## src/design/lrl_pkg.sv

```systemverilog
`timescale 1ns / 1ps
// Shared types, codes and defaults for the LRU recency list.
package lrl_pkg;

    localparam int ENTRIES_DEF   = 64;
    localparam int KEY_WIDTH_DEF = 64;

    localparam int REQ_W    = 2;
    localparam int KEY_W    = 64;
    localparam int STATUS_W = 3;
    localparam int OCC_W    = 7;

    localparam logic [REQ_W-1:0] REQ_ACCESS = 2'd0;
    localparam logic [REQ_W-1:0] REQ_REMOVE = 2'd1;
    localparam logic [REQ_W-1:0] REQ_POP    = 2'd2;

    localparam logic [STATUS_W-1:0] ST_HIT      = 3'd0;
    localparam logic [STATUS_W-1:0] ST_INSERTED = 3'd1;
    localparam logic [STATUS_W-1:0] ST_REMOVED  = 3'd2;
    localparam logic [STATUS_W-1:0] ST_NOTFOUND = 3'd3;
    localparam logic [STATUS_W-1:0] ST_FULL     = 3'd4;

    typedef struct packed {
        logic [REQ_W-1:0] req_type;
        logic [KEY_W-1:0] key;
    } req_beat_t;

    typedef struct packed {
        logic [STATUS_W-1:0] status;
        logic [KEY_W-1:0]    key_out;
        logic [OCC_W-1:0]    occupancy;
    } rsp_beat_t;

    typedef struct packed {
        logic                load_req;
        logic                compare;
        logic                select;
        logic                unlink;
        logic                free_slot;
        logic                link;
        logic                insert;
        logic                pop_key;
        logic                load_rsp;
        logic [STATUS_W-1:0] status;
    } dp_cmd_t;

    typedef struct packed {
        logic [REQ_W-1:0] req_type;
        logic             hit;
        logic             full;
        logic             tail_hit;
        logic             empty;
        logic             rsp_free;
    } dp_sts_t;

endpackage

```

## src/design/lrl_ctrl.sv

```systemverilog
`timescale 1ns / 1ps
// Sequencer for the LRU recency list: compare, select, unlink, link, respond.
module lrl_ctrl
(
    input  logic              clk,
    input  logic              rst_n,
    input  logic              req_valid,
    output logic              req_stall,
    input  lrl_pkg::dp_sts_t  sts,
    output lrl_pkg::dp_cmd_t  cmd
);

    localparam logic [2:0] S_IDLE    = 3'd0;
    localparam logic [2:0] S_COMPARE = 3'd1;
    localparam logic [2:0] S_SELECT  = 3'd2;
    localparam logic [2:0] S_DECIDE  = 3'd3;
    localparam logic [2:0] S_LINK    = 3'd4;
    localparam logic [2:0] S_DONE    = 3'd5;

    logic [2:0]                   state_reg;
    logic [2:0]                   state_next;
    logic [lrl_pkg::STATUS_W-1:0] status_reg;
    logic [lrl_pkg::STATUS_W-1:0] status_next;

    always_comb
    begin
        state_next  = state_reg;
        status_next = status_reg;
        cmd         = '0;
        cmd.status  = status_reg;
        case (state_reg)
            S_IDLE:
            begin
                if (req_valid)
                begin
                    cmd.load_req = 1'b1;
                    state_next   = S_COMPARE;
                end
            end
            S_COMPARE:
            begin
                cmd.compare = 1'b1;
                state_next  = S_SELECT;
            end
            S_SELECT:
            begin
                cmd.select = 1'b1;
                state_next = S_DECIDE;
            end
            S_DECIDE:
            begin
                state_next  = S_DONE;
                status_next = lrl_pkg::ST_NOTFOUND;
                case (sts.req_type)
                    lrl_pkg::REQ_ACCESS:
                    begin
                        if (sts.hit)
                        begin
                            status_next = lrl_pkg::ST_HIT;
                            // hit on the tail leaves the order as it is
                            if (!sts.tail_hit)
                            begin
                                cmd.unlink = 1'b1;
                                state_next = S_LINK;
                            end
                        end
                        else if (sts.full)
                        begin
                            status_next = lrl_pkg::ST_FULL;
                        end
                        else
                        begin
                            status_next = lrl_pkg::ST_INSERTED;
                            state_next  = S_LINK;
                        end
                    end
                    lrl_pkg::REQ_REMOVE:
                    begin
                        if (sts.hit)
                        begin
                            cmd.unlink    = 1'b1;
                            cmd.free_slot = 1'b1;
                            status_next   = lrl_pkg::ST_REMOVED;
                        end
                    end
                    lrl_pkg::REQ_POP:
                    begin
                        if (!sts.empty)
                        begin
                            cmd.unlink    = 1'b1;
                            cmd.free_slot = 1'b1;
                            cmd.pop_key   = 1'b1;
                            status_next   = lrl_pkg::ST_REMOVED;
                        end
                    end
                    default:
                    begin
                        status_next = lrl_pkg::ST_NOTFOUND;
                    end
                endcase
            end
            S_LINK:
            begin
                cmd.link   = 1'b1;
                cmd.insert = (status_reg == lrl_pkg::ST_INSERTED);
                state_next = S_DONE;
            end
            S_DONE:
            begin
                if (sts.rsp_free)
                begin
                    cmd.load_rsp = 1'b1;
                    state_next   = S_IDLE;
                end
            end
            default:
            begin
                state_next = S_IDLE;
            end
        endcase
    end

    assign req_stall = (state_reg != S_IDLE);

    always_ff @(posedge clk or negedge rst_n)
    begin
        if (!rst_n)
        begin
            state_reg  <= S_IDLE;
            status_reg <= lrl_pkg::ST_NOTFOUND;
        end
        else
        begin
            state_reg  <= state_next;
            status_reg <= status_next;
        end
    end

endmodule

```

## config.mk

```make
export PLATFORM = sky130hd
export DESIGN_NAME = lrl_ctrl
export DESIGN_NICKNAME = d
export VERILOG_FILES = /design/src/design/lrl_pkg.sv /design/src/design/lrl_ctrl.sv
export SDC_FILE = /design/constraint.sdc
export NUM_CORES = 1
export LEC_CHECK = 0
export ABC_CLOCK_PERIOD_IN_PS = 1400
export BUFFER_PORTS_ARGS = -buffer_cell sky130_fd_sc_hd__buf_2
export CAP_MARGIN = 20
export CORE_AREA = 2 2 39 41
export DETAILED_ROUTE_END_ITERATION = 7
export DIE_AREA = 0 0 41 43
export HOLD_SLACK_MARGIN = 0.06
export PLACE_DENSITY = 0.64
export RECOVER_POWER = 25
export SYNTH_ARGS = -nofsm -noshare
export SYNTH_HDL_FRONTEND = slang
export SYNTH_SLANG_ARGS = --single-unit
```

## constraint.sdc

```tcl
create_clock -name clk -period 1.4 [get_ports clk]
set_clock_uncertainty 0.2 [all_clocks]
set_input_delay 0.28 -clock clk [delete_from_list [all_inputs] [get_ports clk]]
set_output_delay 0.28 -clock clk [all_outputs]
set_load 0.02 [all_outputs]
```

==> impl_metrics.toml, run 1 <==
[clock_network]
tritoncts = "done"
path_clk_slew_ns = 0.05
cts.sinks = 6
cts_buffers = 3
htreeDepth = 1
cts-root-buf = "clkbuf_4"
clockBufferDepth = 2
clock_latency_ns = 0.25

[floorplan]
dieArea_sq_um = 1760
placementRows = 14
ios = 23
die_w_um = 41
core_sq_um = 1380
floorplan.initialDensity_pct = 35.1
die_h_um = 43

[drt]
dr.pass1.iters = 2
wire_per_inst_um = 11.6
ant_nets = 0
viasPerCell = 4.82
drc = 0
drt-total-wl_um = 1270
drt_iter0_markers = 2
vias = 525

[cells_and_area]
area_growth_pct = 76.5
final_area_sq_um = 857
final_common_cell = "buf_4"
final_cell_mix = "18 x buf_4, 12 x buf_2, 7 x nand2_1"
fin_nets = 109
diodes = 0
fill_cells = 118
drive_gt1_share_pct = 66.7

[sta]
period_minus_slack_ns = 1.72
rsz0062_at_grt = "yes"
fin_crit_sh_pct = 123
finalSetupViolations = 12
fin_ws_ns = -0.317
slew_violations = 0
timing.hold.ws_ns = 0.138
fmax_ghz = 0.582
finalHoldViolCount = 0
slew_headroom_pct = 80.3
worst_pin_slew_ns = 0.296

[synthesis]
synth_seq_area_share_pct = 31.4
synth_area_sq_um = 485
synth-simple-area-share_pct = 29.6
syn_inst = 54
synth-compound-area-share_pct = 16.8
yosys_warnings = 0
synthesis.nets = 69
synth_top_family_by_area = "simple AND/OR/NAND/NOR gates"
syn_area_per_cell_sq_um = 8.99
yosys-mux-area-fraction_pct = 2.32
synth_seq_cells = 6
synth_cell_type_count = 25
synthAdderAreaFrac_pct = 12.9
synth-xor-area-share_pct = 0

[run]
maxCapViolations = 0

[run_status]
status = "complete, but fails checks"
violations = "negative setup slack"

[place]
hpwl_um = 975
placed_area_sq_um = 734
io_buffers = 22
gp_congestion = 0.714

[worst_hold_path]
hp-class = "in -> reg"

[global_route]
grt_remaining_overflow = 0
grt_start_max_net_pins = 9
grt_pass1_vias = 472
antenna_found_initial = 0
grt_first_pass_wirelength_um = 1810
grt_usage_pct = 15.3

[setup_path]
cp.arrival_ns = 1.24
crit_type = "reg -> out"
crit_path_max_fanout = 7
endpoint_kind = "output port"
required_ns = 0.92
critPathLaunchType = "flop"

[power]
ir_drop_mv = 0.673
leakagePower_nw = 0.423
powerDensity_nw_per_um2 = 1710
==> critical path, stage by stage, from the launching register on <==
cell and delay (ns):
dfrtp_2 0.48, nor3_4 0.21, and3_4 0.19, buf_6 0.11
==> routing by layer <==
metal / vias to the layer above / part of all wire (%) / track usage [%]
li1: 264 / - / -
met1: 247 / 38 / 18.4
met2: 12 / 57 / 24.1
met3: 2 / 2.8 / 0
met4: 0 / 1.7 / 12.0
met5: - / 0 / 0
==> per-stage QoR <==
stage	util [%]	total power [W]	cells	worst slack [ns]	setup TNS, ns
global placement	53.1	0.00113	102	-0.265	-1.24
floorplan	-	0.000885	54	-0.150	-0.442
CTS	60.5	0.00144	108	-0.339	-2.74
finish	61.9	0.00146	109	-0.317	-2.79
global route	61.9	0.00156	109	-0.370	-3.47
detailed placement	53.1	0.00115	102	-0.285	-1.44
==> kinds of logic (layout without fill, tap and decap cells) <==
family	after synthesis	count (layout)
buffers and inverters	7	46
adders and majority gates	5	5
DFF	6	6
muxes	1	1
AOI/OAI and AO/OA	11	11
and+or+nand+nor	24	24
==> where the power goes <==
group          switching (W)  internal [W]  total [W]
registers           0.000144      0.000283   0.000427
logic               0.000424      0.000437   0.000860
clock network      0.0000669      0.000108   0.000175
total               0.000635      0.000828    0.00146
==> Yosys cell counts, drive strengths merged <==
cell | instances | area (sq um)
a41oi | 1 | 8.76
nor2 | 4 | 15.0
nand2 | 7 | 26.3
a21oi | 1 | 5.00
ha | 5 | 62.6
o41ai | 1 | 16.3
dfrtp | 4 | 100
o21bai | 1 | 7.51
dfstp | 2 | 52.6
a211oi | 3 | 22.5
nor3 | 2 | 15.0
nor2b | 3 | 18.8
nand2b | 2 | 15.0
o22ai | 1 | 6.26
buf | 2 | 15.0
or2 | 1 | 6.26
mux2 | 1 | 11.3
inv | 5 | 18.8
o21ai | 3 | 15.0
nand3b | 1 | 20.0
nor3b | 2 | 15.0
and3 | 2 | 12.5
==> path summary, 6_finish.rpt <==
| path | cells past startpoint | endpoint | start | slack (ns) |
|---|---|---|---|---|
| worst max-delay path | 3 | cmd[5] | state_reg[1] | -0.32 |
| min in group asynchronous | 2 | state_reg[2] | rst_n | 0.22 |
| worst max register to register | 5 | status_reg[0] | state_reg[2] | -0.14 |
| worst min-delay path | 3 | status_reg[2] | sts[3] | 0.14 |
| worst min register to register | 2 | status_reg[1] | status_reg[1] | 0.29 |
| max in group asynchronous | 2 | status_reg[0] | rst_n | 0.50 |
==> final cells by class <==
cell class	instances	area, sq um	area share, %
flip-flops and latches	6	155	18.1
inverters	5	18.8	2.19
clock buffers	4	26.3	3.07
repair buffers	37	265	30.9
well taps	16	20.0	2.34
multi-input cells	41	372	43.4
==> repair_timing <==
action,in CTS,in global routing
hold buffers,1,0
gates resized for setup,19,4
setup buffers,1,1
hold endpoints to repair,6,0
endpoints found under the setup margin,14,13
pin swaps,5,1
(Power assumes the default switching activity.)
==> run 2: changes to the inputs <==
Settings changed: CTS_BUF_LIST set to sky130_fd_sc_hd__clkbuf_2 sky130_fd_sc_hd__clkbuf_4 sky130_fd_sc_hd__clkbuf_8.
==> impl_metrics.toml, run 2 (synthesis results as in run 1) <==
[run_status]
status = "complete, but fails checks"
violations = "negative setup slack"

[drt]
met1_length_um = 496
vias = 524
wire_per_inst_um = 11.7
maxUsedRoutingLayer = "met4"
wl_met2_um = 719
met3WireLength_um = 36
ant_nets = 0
drt_iter0_markers = 4
drt-total-wl_um = 1280
drc = 0
viasPerCell = 4.81
dr.pass1.iters = 2

[cells_and_area]
regArea_sq_um = 155
fin_cells = 109
multi_input_area_sq_um = 372
area_growth_pct = 77.3
diodes = 0
final_cell_mix = "18 x buf_4, 12 x buf_2, 7 x nand2_1"
final_area_sq_um = 861
final_common_cell = "buf_4"
fill_cells = 116
fin_nets = 109
drive_gt1_share_pct = 67.7

[place]
hpwl_um = 975
placed_cells = 102
gp_congestion = 0.714
preCtsSetupSlack_ns = -0.285
io_buffers = 22
placed_area_sq_um = 734

[setup_path]
crit_family = "flip-flops"
cp.arrival_ns = 1.24
cp_slowest_cell = "dfrtp_2"
critPathLaunchType = "flop"
crit_chain = "nor3_4 -> and3_4 -> buf_6"
required_ns = 0.92
crit_buf_inv = 1
cpPeakStageDelay_ns = 0.48
crit_path_max_fanout = 7
crit_type = "reg -> out"
endpoint_kind = "output port"

[floorplan]
floorplan.initialDensity_pct = 35.1
ios = 23
die_w_um = 41
die_h_um = 43
core_sq_um = 1380
dieArea_sq_um = 1760
placementRows = 14

[power]
ir_drop_mv = 0.675
powerDensity_nw_per_um2 = 1720
total_power_w = 0.00148
leakagePower_nw = 0.426

[sta]
worst_pin_slew_ns = 0.294
fmax_ghz = 0.582
slew_violations = 0
rsz0062_at_grt = "yes"
timing.hold.ws_ns = 0.137
fin_ws_ns = -0.319
finalSetupViolations = 12
fin_crit_sh_pct = 123
slew_headroom_pct = 80.4
finalHoldViolCount = 0
period_minus_slack_ns = 1.72

[global_route]
grt_first_pass_wirelength_um = 1810
antenna_found_initial = 0
grt_start_max_net_pins = 9
grt_remaining_overflow = 0
grt_usage_pct = 15.2
grt_pass1_vias = 472

[clock_network]
path_clk_slew_ns = 0.05
tritoncts = "done"
clock_latency_ns = 0.25
clockBufferDepth = 2
cts.sinks = 6
cts_buffers = 3
htreeDepth = 1
cts-root-buf = "clkbuf_4"

[worst_hold_path]
hp-class = "in -> reg"

[run]
maxCapViolations = 0
## run 2: worst paths after layout
path / from / end / slack (ns) / cells past startpoint
hold reg to reg: status_reg[1] / status_reg[1] / 0.29 / 2
setup / recovery: state_reg[1] / cmd[5] / -0.32 / 3
hold / removal: sts[3] / status_reg[2] / 0.14 / 3
max in group asynchronous: rst_n / status_reg[0] / 0.50 / 2
min in group asynchronous: rst_n / state_reg[2] / 0.22 / 2
setup reg to reg: state_reg[2] / status_reg[0] / -0.14 / 5
## run 2: stage by stage
| stage | utilization (%) | setup TNS (ns) |
|---|---|---|
| floorplan | - | -0.442 |
| global placement | 53.1 | -1.24 |
| detailed placement | 53.1 | -1.44 |
| CTS | 60.8 | -2.75 |
| global route | 62.2 | -3.48 |
| finish | 62.2 | -2.80 |
## run 2: worst reg2reg max path, stage by stage (launching register included)
cell and delay [ns]:
dfrtp_1 0.42, nand3b_4 0.22, buf_4 0.16, buf_4 0.15, a211oi_2 0.20, a21oi_1 0.11
## run 2: layer usage
layer	up-vias	track usage, %
li1	264	-
met1	246	18.3
met2	12	24.1
met3	2	0
met4	0	12.0
met5	-	0
## run 2: repair_timing
item	CTS	global route
buffers inserted	1	1
hold buffers	1	0
setup endpoints to repair	14	13
pin swaps	5	1
gates resized for setup	19	4
endpoints found under the hold margin	6	0
## run 2: layout make-up
cell class	instances	area share, %
Sequential cell	6	18.0
Inverter	5	2.18
Multi-Input combinational cell	41	43.2
Clock buffer	4	3.49
Tap cell	16	2.33
Timing Repair Buffer	37	30.8
## run 2: where the power goes
part           internal [W]  switching (W)  total, W
Sequential         0.000283       0.000146  0.000428
Combinational      0.000437       0.000423  0.000860
Clock              0.000128      0.0000675  0.000195
Total              0.000847       0.000636   0.00148
